**src/rtl/pcbf_pkg.sv**
```systemverilog
// shared types, constants and codes of the point colour fusion block
package pcbf_pkg;

  localparam int POINT_COUNT = 4096;
  localparam int PT_AW       = $clog2(POINT_COUNT);

  localparam int IN_W   = 96;
  localparam int OUT_W  = 72;
  localparam int CFG_AW = 2;
  localparam int CFG_DW = 16;

  localparam logic [CFG_AW-1:0] CFG_OBS_SIGMA  = 2'd0;
  localparam logic [CFG_AW-1:0] CFG_PROC_NOISE = 2'd1;
  localparam logic [CFG_AW-1:0] CFG_GATE_RATIO = 2'd2;

  localparam logic [15:0] OBS_SIGMA_RST  = 16'd3840;
  localparam logic [15:0] PROC_NOISE_RST = 16'd26;
  localparam logic [9:0]  GATE_RATIO_RST = 10'd307;

  localparam logic [1:0] RES_REJECT = 2'd0;
  localparam logic [1:0] RES_FIRST  = 2'd1;
  localparam logic [1:0] RES_FUSED  = 2'd2;

  localparam int CHANNELS    = 3;
  localparam int COLOR_QBITS = 16;
  localparam int SIGMA_QBITS = 32;
  localparam int ROOT_BITS   = 16;

  typedef struct packed {
    logic [15:0]      count;
    logic [31:0]      last_time;
    logic [23:0]      near_dist;
    logic [2:0][15:0] sigma;
    logic [2:0][15:0] color;
  } entry_t;

  localparam int ENTRY_W = $bits(entry_t);

  typedef struct packed {
    logic [15:0] meas_sigma;
    logic [15:0] proc_noise;
    logic [9:0]  gate_ratio;
  } cfg_t;

  typedef enum logic [3:0] {
    OP_HOLD, OP_CLEAR, OP_LOAD, OP_FIRST, OP_GROW, OP_PSQ, OP_MM,
    OP_MC, OP_ZERO, OP_DIV, OP_PO, OP_SQ, OP_SQR, OP_WRITE
  } op_t;

  typedef struct packed {
    op_t              op;
    logic             accept;
    logic [1:0]       ch;
    logic [5:0]       cnt;
    logic [PT_AW-1:0] clr_addr;
  } cmd_t;

  typedef struct packed {
    logic reject;
    logic first;
    logic d_zero;
  } stat_t;

endpackage

```
**src/rtl/pcbf_ctrl.sv**
```systemverilog
// controller: clearing sweep, item sequencing and result register valid
module pcbf_ctrl import pcbf_pkg::*; (
  input  logic  clk,
  input  logic  rst_n,
  input  logic  in_valid,
  input  logic  out_ready,
  input  stat_t stat,
  output logic  in_ready,
  output logic  out_valid,
  output cmd_t  cmd
);

  typedef enum logic [14:0] {
    S_CLEAR  = 15'h0001,
    S_IDLE   = 15'h0002,
    S_LOAD   = 15'h0004,
    S_DECIDE = 15'h0008,
    S_FIRST  = 15'h0010,
    S_GROW   = 15'h0020,
    S_PSQ    = 15'h0040,
    S_MM     = 15'h0080,
    S_MC     = 15'h0100,
    S_DIVC   = 15'h0200,
    S_PO     = 15'h0400,
    S_DIVQ   = 15'h0800,
    S_SQ     = 15'h1000,
    S_SQR    = 15'h2000,
    S_WRITE  = 15'h4000
  } state_t;

  state_t           state_r, state_nxt;
  logic [PT_AW-1:0] clr_r, clr_nxt;
  logic [5:0]       cnt_r, cnt_nxt;
  logic [1:0]       ch_r, ch_nxt;
  logic             out_valid_r, out_valid_nxt;

  always_comb begin
    state_nxt     = state_r;
    clr_nxt       = clr_r;
    cnt_nxt       = cnt_r;
    ch_nxt        = ch_r;
    out_valid_nxt = out_valid_r && !out_ready;
    cmd.op        = OP_HOLD;
    cmd.accept    = 1'b0;
    cmd.ch        = ch_r;
    cmd.cnt       = cnt_r;
    cmd.clr_addr  = clr_r;
    unique case (state_r)
      S_CLEAR: begin
        cmd.op  = OP_CLEAR;
        clr_nxt = clr_r + 1'b1;
        if (clr_r == PT_AW'(POINT_COUNT - 1)) state_nxt = S_IDLE;
      end
      S_IDLE: begin
        cmd.accept = in_valid;
        if (in_valid) state_nxt = S_LOAD;
      end
      S_LOAD: begin
        cmd.op    = OP_LOAD;
        state_nxt = S_DECIDE;
      end
      S_DECIDE: begin
        if (stat.reject)     state_nxt = S_WRITE;
        else if (stat.first) state_nxt = S_FIRST;
        else                 state_nxt = S_GROW;
      end
      S_FIRST: begin
        cmd.op    = OP_FIRST;
        state_nxt = S_WRITE;
      end
      S_GROW: begin
        cmd.op    = OP_GROW;
        ch_nxt    = 2'd0;
        state_nxt = S_PSQ;
      end
      S_PSQ: begin
        cmd.op    = OP_PSQ;
        state_nxt = S_MM;
      end
      S_MM: begin
        cmd.op    = OP_MM;
        state_nxt = S_MC;
      end
      S_MC: begin
        cnt_nxt = 6'd0;
        if (stat.d_zero) begin
          cmd.op = OP_ZERO;
          if (ch_r == 2'(CHANNELS - 1)) state_nxt = S_WRITE;
          else begin
            ch_nxt    = ch_r + 2'd1;
            state_nxt = S_PSQ;
          end
        end else begin
          cmd.op    = OP_MC;
          state_nxt = S_DIVC;
        end
      end
      S_DIVC: begin
        cmd.op  = OP_DIV;
        cnt_nxt = cnt_r + 6'd1;
        if (cnt_r == 6'(COLOR_QBITS - 1)) state_nxt = S_PO;
      end
      S_PO: begin
        cmd.op    = OP_PO;
        cnt_nxt   = 6'd0;
        state_nxt = S_DIVQ;
      end
      S_DIVQ: begin
        cmd.op  = OP_DIV;
        cnt_nxt = cnt_r + 6'd1;
        if (cnt_r == 6'(SIGMA_QBITS - 1)) begin
          cnt_nxt   = 6'd0;
          state_nxt = S_SQ;
        end
      end
      S_SQ: begin
        cmd.op  = OP_SQ;
        cnt_nxt = cnt_r + 6'd1;
        if (cnt_r == 6'(ROOT_BITS - 1)) state_nxt = S_SQR;
      end
      S_SQR: begin
        cmd.op = OP_SQR;
        if (ch_r == 2'(CHANNELS - 1)) state_nxt = S_WRITE;
        else begin
          ch_nxt    = ch_r + 2'd1;
          state_nxt = S_PSQ;
        end
      end
      S_WRITE: begin
        if (!out_valid_r || out_ready) begin
          cmd.op        = OP_WRITE;
          out_valid_nxt = 1'b1;
          state_nxt     = S_IDLE;
        end
      end
      default: state_nxt = S_IDLE;
    endcase
  end

  always_ff @(posedge clk) begin
    if (!rst_n) begin
      state_r     <= S_CLEAR;
      clr_r       <= '0;
      cnt_r       <= '0;
      ch_r        <= '0;
      out_valid_r <= 1'b0;
    end else begin
      state_r     <= state_nxt;
      clr_r       <= clr_nxt;
      cnt_r       <= cnt_nxt;
      ch_r        <= ch_nxt;
      out_valid_r <= out_valid_nxt;
    end
  end

  assign in_ready  = (state_r == S_IDLE);
  assign out_valid = out_valid_r;

endmodule

```
**config.mk**
```make
export PLATFORM = sky130hd
export DESIGN_NAME = pcbf_ctrl
export DESIGN_NICKNAME = d
export VERILOG_FILES = /design/src/rtl/pcbf_pkg.sv /design/src/rtl/pcbf_ctrl.sv
export SDC_FILE = /design/constraint.sdc
export NUM_CORES = 1
export LEC_CHECK = 0
export ABC_AREA = 1
export BUFFER_PORTS_ARGS = -buffer_cell sky130_fd_sc_hd__buf_2
export CORE_MARGIN = 2
export CORE_UTILIZATION = 49
export CTS_CLUSTER_SIZE = 20
export DETAILED_ROUTE_END_ITERATION = 8
export PLACE_DENSITY = 0.7
export SKIP_CTS_REPAIR_TIMING = 1
export SYNTH_ARGS = -nofsm -noshare
export SYNTH_HDL_FRONTEND = slang
export SYNTH_SLANG_ARGS = --single-unit
```
**constraint.sdc**
```tcl
create_clock -name clk -period 1.73 [get_ports clk]
set_input_delay 0.173 -clock clk [delete_from_list [all_inputs] [get_ports clk]]
set_output_delay 0.173 -clock clk [all_outputs]
set_load 0.1 [all_outputs]
```
Word level (Yosys, flattened, before mapping). Index checks and enable logic that the tools add are counted.

Word-level logic and storage cells: 67. Register bits after elaboration: 36.

Eq/ne operators: 26. Multiplexer cells: 22. Reductions and logical operators: 11. Add/sub/neg operators: 3.

Operators by type and width (number): $pmux W15 S15 (1); $mux W15 (9); $pmux W4 S12 (1); $pmux W6 S3 (1); $eq A15 B1 Y1 const B (1); $eq A15 B10 Y1 const B (1); $eq A15 B11 Y1 const B (1); $eq A15 B12 Y1 const B (1); $eq A15 B13 Y1 const B (1); $eq A15 B14 Y1 const B (1); $eq A15 B15 Y1 const B (1); $eq A15 B2 Y1 const B (1); $eq A15 B3 Y1 const B (1); $eq A15 B4 Y1 const B (1); $eq A15 B5 Y1 const B (1); $eq A15 B6 Y1 const B (1); $eq A15 B7 Y1 const B (1); $eq A15 B8 Y1 const B (1); $eq A15 B9 Y1 const B (1); $ne A2 B2 Y1 const B (7); $add A12 B1 Y12 const B (1); $eq A12 B12 Y1 const B (1); $mux W6 (2); $mux W4 (2); 15 further kinds (22).

Depth between registers and ports, before layout. Gate-level depths: netlist of the first run.

Word-level depth: 4. Depth in mapped cells: 11. Mapped depth without buffers: 11.

Least setup slack after synthesis of the first run. Ideal clock, no wire load.

Path type: reg-to-output. From: register state_r[6]. To: output port cmd[24] (netlist name). Slack: -0.976 ns. Arrival: 2.533 ns. Buffers on the path: 1. Cell stages (with the launch flop): 7. Cell sequence: dfxtp_1 > nor2_2 > nand2_4 > nor2_8 > buf_6 > nand4_1 > o2111ai_1.

RTL lines: start: declaration (line pcbf_ctrl.sv:31) `state_t state_r, state_nxt;`; start signal: assignment (line pcbf_ctrl.sv:148) `state_r <= state_nxt;`; end: declaration (line pcbf_ctrl.sv:10) `output cmd_t cmd`.

==> results of run 1 <==
stage by stage:
step                      hold slack (ns)  std cells  setup TNS, ns  utilization  instance area (µm²)
after CTS                           0.142        445          -1.83        0.649                 2840
after floorplan                     0.289        348        -0.0941            -                 2400
after detailed placement            0.441        437        -0.0320        0.627                 2750
after global routing                0.159        457          -3.45        0.705                 3090
final                               0.144        457          -1.54        0.705                 3090
after global placement              0.438        437        -0.0901        0.627                 2750
routing by layer:
metal  global-route usage  wire [µm]  up-vias
li1                     -          -     1225
met1                0.310       2740     1107
met2                0.377       3040       82
met3               0.0450        327       11
met4               0.0922        119        0
met5                    0          0        -
worst min-delay path by stage:
stage                 end  slack [ns]  cells after the start
6_report        out_valid        0.14                      4
5_1_grt        state_r[4]        0.16                      3
4_1_cts         out_valid        0.14                      4
3_5_place_dp     clr_r[4]        0.44                      2
3_3_place_gp     clr_r[4]        0.44                      2
2_1_floorplan    clr_r[2]        0.29                      2
cells in the final DEF (no fill, tap or decap), types with 3 or more instances in the layout:
master / instances
inv_1: 49
nor3_1: 4
nand2_2: 10
nor2_1: 43
nand4_1: 11
buf_4: 19
xor2_1: 4
o21ai_0: 5
buf_2: 27
a21oi_1: 23
nand3_2: 7
nand3b_1: 3
dfxtp_2: 21
nor2_2: 9
dfxtp_4: 7
clkbuf_8: 6
nand3_1: 25
nor2_4: 12
nand2_1: 70
dfxtp_1: 8
nand2_4: 6
nor3_2: 4
buf_12: 7
logic make-up (layout without fill, tap and decap cells):
kind of cell / Yosys count / count (layout) / share of synthesized area
DFF: 36 / 36 / 0.320
AOI/OAI and AO/OA: 36 / 36 / 0.0873
xor gates and xnor gates: 5 / 5 / 0.0195
buffers and inverters: 57 / 114 / 0.102
and+or+nand+nor: 211 / 211 / 0.455
adders and majority gates: 3 / 3 / 0.0167
worst max-delay path: stages, from the launching register on:
cell,delay [ns]
dfxtp_2,0.35
nor2_4,0.15
nand2_4,0.10
nor2_8,0.17
buf_6,0.14
nand2_1,0.07
nand2_2,0.10
nor3_4,0.05
buf_4,0.14
nand2_4,0.06
buf_12,0.16
power by group:
| group | leakage [µW] | internal (µW) | total [µW] | switching (µW) |
|---|---|---|---|---|
| logic | 0.00108 | 703 | 2100 | 1390 |
| registers | 0.000306 | 910 | 990 | 79.6 |
| clock network | 0.0000445 | 324 | 637 | 314 |
state kept, by name, indices dropped and copies added, names as in the netlist:
| signal | cells |
|---|---|
| ch_r | 2 |
| out_valid | 1 |
| cnt_r | 6 |
| clr_r | 12 |
| state_r | 15 |
layout make-up:
type	count	area, µm²	share of cell area
clock inverters	1	7.51	0.00243
repair buffers	54	429	0.139
well taps	52	65.1	0.0211
multi-input cells	255	1530	0.495
flip-flops and latches	36	773	0.250
clock buffers	7	86.3	0.0279
inverters	52	199	0.0644
==> results.yml, run 1 <==
run_status:
  run_status: "complete, but fails checks"
  violations: "negative setup slack"
pwr:
  ir_drop_uv: 1080
  p_per_area_nw_per_um2: 1200
  p_leak_uw: 0.00143
  totalPowerFinal_uw: 3720
sta:
  finalSetupViolCount: 13
  max-slew-margin-rel: 0.465
  period_minus_slack_ns: 1.95
  timing.final.ws_setup_ns: -0.224
  tightest_slew_ns: 0.802
  fmax_mhz: 512
  finalHoldViolCount: 0
  finalCritPeriodShare: 1.13
  final_max_slew_viol_count: 0
  clock_skew_ns: 0.0116
  rsz0062_at_grt: "true"
worst_setup_path:
  reg2reg_to: "state_r[1]"
  crit_end: "cmd[21]"
  crit_fanout: 6
  cp_data_arrival_time_ns: 1.78
  crit_required_ns: 1.56
  start_kind: "flip-flop"
  r2r_slack_ns: -0.11
  timing.critical_path.from: "state_r[1]"
  rr_worst_depth: 13
  endpoint_kind: "primary output"
  crit_type: "flip-flop to primary output"
  r2r_start: "state_r[1]"
clock_tree:
  cts_tree: "done"
  htreeDepth: 2
  clk_pin_slew_worst_paths_ns: 0.08
  numCtsBuffers: 5
  clk_latency_ns: 0.30
  clockBufferDepth: 2
  cts.sinks: 36
  clock-root-buffer: "clkbuf_8"
die:
  start_util: 0.513
  die_y_um: 71.8
  ioPinCount: 34
  die_w_um: 71.8
  core_area_um2: 4380
  dieArea_um2: 5150
  rows: 24
synth:
  synth-seq-area-share: 0.320
  synthTopCellsByArea: "dfxtp_1 (32%), nand2_1 (13%), nor2_1 (8.8%)"
  synth_common_cells: "nand2_1 (76), nor2_1 (53), inv_1 (50)"
  yosys_warnings: 0
  synth_cell_types: 29
  yosysMostFrequentCell: "nand2_1"
  mappedNetlistArea_um2: 2250
  synth_top_cell_by_area: "dfxtp_1"
  synth_ff_type: "dfxtp_1"
  netlist_instances: 348
  avgSynthCellArea_um2: 6.47
  ys_ff_latch: 36
  synth_edf_count: 0
  syn_nets: 358
  synth_top_cell_area_share: 0.320
  synthArstFlopShare: 0
global_routing:
  antenna_found_initial: 0
  grt_max_degree: 22
  grtUsageTotal: 0.234
  grt_pass1_wl_um: 9470
  grt_pass1_vias: 2068
  grt_overflow: 0
routing:
  drt-wirelength-per-cell_um: 13.6
  vias: 2425
  drt_iter0_drc: 181
  ant_nets: 0
  viasPerCell: 5.31
  drt_first_pass_iters: 5
  wl_um: 6230
  drc: 0
worst_hold_path:
  hold_path_class: "input port to flip-flop"
  min-delay-start: "out_ready"
final_layout:
  layout.nets: 414
  n_fill_cell: 353
  antennaDiodeCount: 0
  drive_above_1_share: 0.373
  syn_to_final_growth_pct: 37.3
flow_run:
  maxCapViolations: 0
placement:
  gp_congestion: 0.862
  port_buffers: 33
  post-place-ws_ns: -0.0320
  hpwl_um: 4300
Note: power is estimated with default switching activity, not from simulation.
==> run 2: changes to the inputs <==
--- a/config.mk
+++ b/config.mk
@@ -11,7 +11,7 @@
 export CORE_UTILIZATION = 49
 export CTS_CLUSTER_SIZE = 20
 export DETAILED_ROUTE_END_ITERATION = 8
-export PLACE_DENSITY = 0.7
+export PLACE_DENSITY = 0.73
 export SKIP_CTS_REPAIR_TIMING = 1
 export SYNTH_ARGS = -nofsm -noshare
 export SYNTH_HDL_FRONTEND = slang
==> constraint.sdc (replaced) <==
create_clock -name clk -period 1.6 [get_ports clk]
set_input_delay 0.16 -clock clk [delete_from_list [all_inputs] [get_ports clk]]
set_output_delay 0.16 -clock clk [all_outputs]
set_load 0.1 [all_outputs]
==> results.yml, run 2 (same netlist as run 1, synthesis figures left out) <==
run_status:
  run_status: "complete, but fails checks"
  violations: "negative setup slack"
final_layout:
  mostFrequentLayoutCell: "nand2_1"
  syn_to_final_growth_pct: 44.3
  final_area_um2: 3250
  mostFrequentLayoutCells: "nand2_1 (66), inv_1 (49), nor2_1 (41)"
  n_fill_cell: 340
  top_register: "state_r"
  layout.nets: 427
  top_regs: "state_r x15, clr_r x12, cnt_r x6"
  drive_above_1_share: 0.431
  seqCellArea_um2: 788
  largest_register_ffs: 15
  antennaDiodeCount: 0
  multi_input_area_um2: 1550
routing:
  drt_iter0_drc: 114
  drt_first_pass_iters: 4
  wl_um: 6110
  ant_nets: 0
  vias: 2466
  drt-wirelength-per-cell_um: 13.0
  drc: 0
  viasPerCell: 5.25
clock_tree:
  clockBufferDepth: 2
  cts_tree: "done"
  clock-root-buffer: "clkbuf_8"
  clk_pin_slew_worst_paths_ns: 0.08
  cts.sinks: 36
  clk_latency_ns: 0.30
  htreeDepth: 2
  numCtsBuffers: 5
pwr:
  seqPwrFrac: 0.256
  p_leak_uw: 0.00153
  p_per_area_nw_per_um2: 1280
  pwr-share-clk: 0.197
  p_sw_uw: 1920
  ir_drop_uv: 1180
  combPwrFrac: 0.548
  switching_share: 0.461
  p_int_uw: 2250
worst_setup_path:
  crit_fanout: 6
  rr_worst_depth: 12
  endpoint_kind: "primary output"
  start_kind: "flip-flop"
  r2r_slack_ns: -0.05
  r2r_start: "state_r[7]"
  reg2reg_to: "state_r[11]"
  crit_required_ns: 1.44
  cp_data_arrival_time_ns: 1.81
  crit_type: "flip-flop to primary output"
global_routing:
  grtUsageTotal: 0.240
  grt_pass1_wl_um: 9920
  grt_pass1_vias: 2292
  grt_overflow: 0
  grt_max_degree: 16
  antenna_found_initial: 0
die:
  core_area_um2: 4380
  die_w_um: 71.8
  die_y_um: 71.8
  ioPinCount: 34
  start_util: 0.513
  rows: 24
  dieArea_um2: 5150
sta:
  final_max_slew_viol_count: 0
  finalCritPeriodShare: 1.23
  fin_hold_ws_ns: 0.120
  rsz0062_at_grt: "true"
  max-slew-margin-rel: 0.678
  clock_skew_ns: 0.00777
  fmax_mhz: 507
  finalSetupViolCount: 16
  period_minus_slack_ns: 1.97
  timing.final.ws_setup_ns: -0.371
  tightest_slew_ns: 0.487
  finalHoldViolCount: 0
worst_hold_path:
  worstHoldPathCells: 3
  min-delay-start: "stat[1]"
  hold_path_class: "input port to flip-flop"
  hold_end: "state_r[4]"
placement:
  placed_area_um2: 2990
  gp_congestion: 0.928
  port_buffers: 33
  hpwl_um: 4490
  post-place-ws_ns: -0.0456
flow_run:
  maxCapViolations: 0
==> run 2: changes by cell type in the layout (fill, tap and decap cells not counted), moves of 3 or more <==
cell	change
dfxtp_2	+6
buf_4	+12
nand2_2	+3
nand2_1	-4
dfxtp_1	-8
==> run 2: worst max-delay path, stage by stage (launching register included) <==
cell and delay [ns]:
dfxtp_2 0.35, nor2_4 0.13, nand2_4 0.09, nor2_8 0.17
nand2_1 0.12, nor2_2 0.21, nor3_4 0.08, buf_4 0.14
nand2_4 0.05, buf_12 0.16
==> run 2: how the worst max path moves through the flow <==
stage / startpoint / to / slack [ns] / cells past startpoint
2_1_floorplan: state_r[3] / cmd[24] / -0.19 / 6
3_3_place_gp: state_r[8] / cmd[21] / -0.006 / 9
3_5_place_dp: state_r[12] / cmd[23] / -0.05 / 9
4_1_cts: state_r[14] / cmd[23] / -0.38 / 9
5_1_grt: state_r[1] / cmd[21] / -0.45 / 9
6_report: state_r[3] / cmd[21] / -0.37 / 9
==> run 2: power groups by stage <==
stage               Clock [µW]  Sequential [µW]  Combinational, µW
global route               871             1080               2440
CTS                        838             1050               2100
finish                     822             1070               2290
detailed placement           0             1070               2100
global placement             0             1070               2080
floorplan                    0             1260               1260
==> run 2: layout make-up <==
cell class	count	area share
sequential	36	0.243
tap	52	0.0200
inverter	52	0.0612
clock inverter	3	0.0131
timing repair buffer	67	0.166
multi-input combinational	255	0.476
clock buffer	5	0.0212
==> run 2: through the flow <==
step | TNS [ns] | power (µW) | util | instances
after global routing | -3.79 | 4390 | 0.741 | 470
final | -1.97 | 4170 | 0.741 | 470
after CTS | -1.91 | 3990 | 0.708 | 467
after floorplan | -0.610 | 2520 | - | 348
after global placement | -0.0114 | 3140 | 0.683 | 459
after detailed placement | -0.0833 | 3170 | 0.683 | 459
==> run 2: per-layer routing <==
layer | vias up | global-route usage | share of wire
met2 | 60 | 0.405 | 0.49
met3 | 9 | 0.0492 | 0.049
met4 | 0 | 0.0755 | 0.016
met1 | 1149 | 0.306 | 0.44
li1 | 1248 | - | -
met5 | - | 0 | 0
==> run 3: changes to the inputs <==
--- a/config.mk
+++ b/config.mk
@@ -11,6 +11,7 @@
 export CORE_UTILIZATION = 49
 export CTS_CLUSTER_SIZE = 20
 export DETAILED_ROUTE_END_ITERATION = 8
+export GPL_TIMING_DRIVEN = 0
 export PLACE_DENSITY = 0.73
 export SKIP_CTS_REPAIR_TIMING = 1
 export SYNTH_ARGS = -nofsm -noshare
==> results.yml, run 3 (same netlist as run 1, synthesis figures left out) <==
worst_setup_path:
  r2r_slack_ns: -0.12
  cp_cell_sequence: "nor2_4 > nand2_4 > nor2_8 > buf_8 > nand4_1 > nor2_2 > nor3_2 > nand3_4 > buf_12"
  start_kind: "flip-flop"
  endpoint_kind: "primary output"
  cpPeakStageDelay_ns: 0.35
  cpMaxStageDelayCell: "dfxtp_2"
  crit_type: "flip-flop to primary output"
  crit_required_ns: 1.44
  crit_fanout: 7
  cp_data_arrival_time_ns: 1.98
sta:
  finalSetupViolCount: 11
  finalHoldViolCount: 0
  tightest_slew_ns: 0.666
  timing.final.ws_setup_ns: -0.536
  final_max_slew_viol_count: 0
  rsz0062_at_grt: "true"
  finalCritPeriodShare: 1.34
  fin_hold_ws_ns: 0.127
  fmax_mhz: 468
  clock_skew_ns: 0.00704
  max-slew-margin-rel: 0.556
  period_minus_slack_ns: 2.14
global_routing:
  grt_pass1_wl_um: 8920
  globalRouteMet3Util: 0.0633
  antenna_found_initial: 0
  grt_pass1_vias: 2029
  grtUsageTotal: 0.219
  top_usage_layer: "met2"
  grt_max_degree: 12
  met1_usage: 0.285
  grt.met2_usage: 0.350
  grt_overflow: 0
pwr:
  switching_share: 0.469
  p_per_area_nw_per_um2: 1370
  combPwrFrac: 0.589
  seqPwrFrac: 0.233
  p_sw_uw: 2140
  ir_drop_uv: 1130
  pwr-share-clk: 0.178
  p_leak_uw: 0.00153
  p_int_uw: 2420
routing:
  wl_um: 6820
  drt_iter0_drc: 189
  viasPerCell: 5.46
  vias: 2540
  ant_nets: 0
  drt-wirelength-per-cell_um: 14.7
  drc: 0
  drt_first_pass_iters: 5
final_layout:
  n_fill_cell: 303
  antennaDiodeCount: 0
  drive_above_1_share: 0.441
  syn_to_final_growth_pct: 48.2
  mostFrequentLayoutCell: "nand2_1"
  multi_input_area_um2: 1670
  largest_register_ffs: 15
  mostFrequentLayoutCells: "nand2_1 (61), inv_1 (49), nor2_1 (39)"
  seqCellArea_um2: 782
  top_regs: "state_r x15, clr_r x12, cnt_r x6"
  layout.nets: 422
  final_area_um2: 3340
  top_register: "state_r"
clock_tree:
  cts.sinks: 36
  clk_latency_ns: 0.29
  clockBufferDepth: 2
  cts_tree: "done"
  htreeDepth: 2
  clk_pin_slew_worst_paths_ns: 0.08
  numCtsBuffers: 5
  clock-root-buffer: "clkbuf_8"
placement:
  hpwl_um: 4060
  port_buffers: 33
  placed_area_um2: 2690
  post-place-ws_ns: -0.452
  gp_congestion: 0.912
die:
  start_util: 0.513
  ioPinCount: 34
  rows: 24
  dieArea_um2: 5150
  die_y_um: 71.8
  core_area_um2: 4380
  die_w_um: 71.8
worst_hold_path:
  hold_path_class: "input port to flip-flop"
flow_run:
  maxCapViolations: 0
run_status:
  run_status: "complete, but fails checks"
  violations: "negative setup slack"
==> run 3: cell count changes in the layout (fill, tap and decap cells not counted), moves of 3 or more <==
cell	before	now
nand3_1	23	20
buf_4	31	20
dfxtp_1	0	3
nand2_8	0	3
nand2_1	66	61
clkbuf_1	0	4
==> run 3: cell type report <==
class,count,share of cell area
Sequential cell,36,0.234
Tap cell,52,0.0195
Timing Repair Buffer,57,0.139
Clock inverter,2,0.0105
Buffer,5,0.0124
Clock buffer,6,0.0217
Multi-Input combinational cell,255,0.501
Inverter,52,0.0611
==> run 3: critical path, delay by kind of cell, from the launching register on <==
| kind | cells | cell delay, ns |
|---|---|---|
| buffers and inverters | 2 | 0.31 |
| DFF | 1 | 0.35 |
| and+or+nand+nor | 7 | 1.01 |
==> run 3: routing by layer <==
| metal | vias to the layer above | routed length [µm] |
|---|---|---|
| met1 | 1178 | 2790 |
| met5 | - | 0 |
| met4 | 0 | 112 |
| met3 | 16 | 398 |
| li1 | 1245 | - |
| met2 | 101 | 3520 |
==> run 3: stage by stage <==
step                       util  std cells  setup TNS (ns)  total power [µW]
final                     0.761        465           -2.73              4570
after global routing      0.761        465           -4.28              4750
after CTS                 0.639        441           -3.98              3610
after detailed placement  0.614        433           -1.90              2810
after global placement    0.614        433           -1.90              2800
after floorplan               -        348          -0.610              2520
==> run 3: power by group through the flow <==
stage,Sequential [µW],Combinational [µW],Clock (µW)
6_report,1070,2690,813
5_1_grt,1070,2840,843
4_1_cts,1060,1740,818
3_5_place_dp,1080,1730,0
3_3_place_gp,1070,1730,0
2_1_floorplan,1260,1260,0
==> run 3: path summary, 6_finish.rpt <==
| kind | start | endpoint | cells past startpoint |
|---|---|---|---|
| setup / recovery | state_r[6] | cmd[22] | 9 |
| hold / removal | out_ready | out_valid | 4 |
| setup reg to reg | state_r[6] | state_r[1] | 12 |
| hold reg to reg | clr_r[4] | clr_r[4] | 2 |
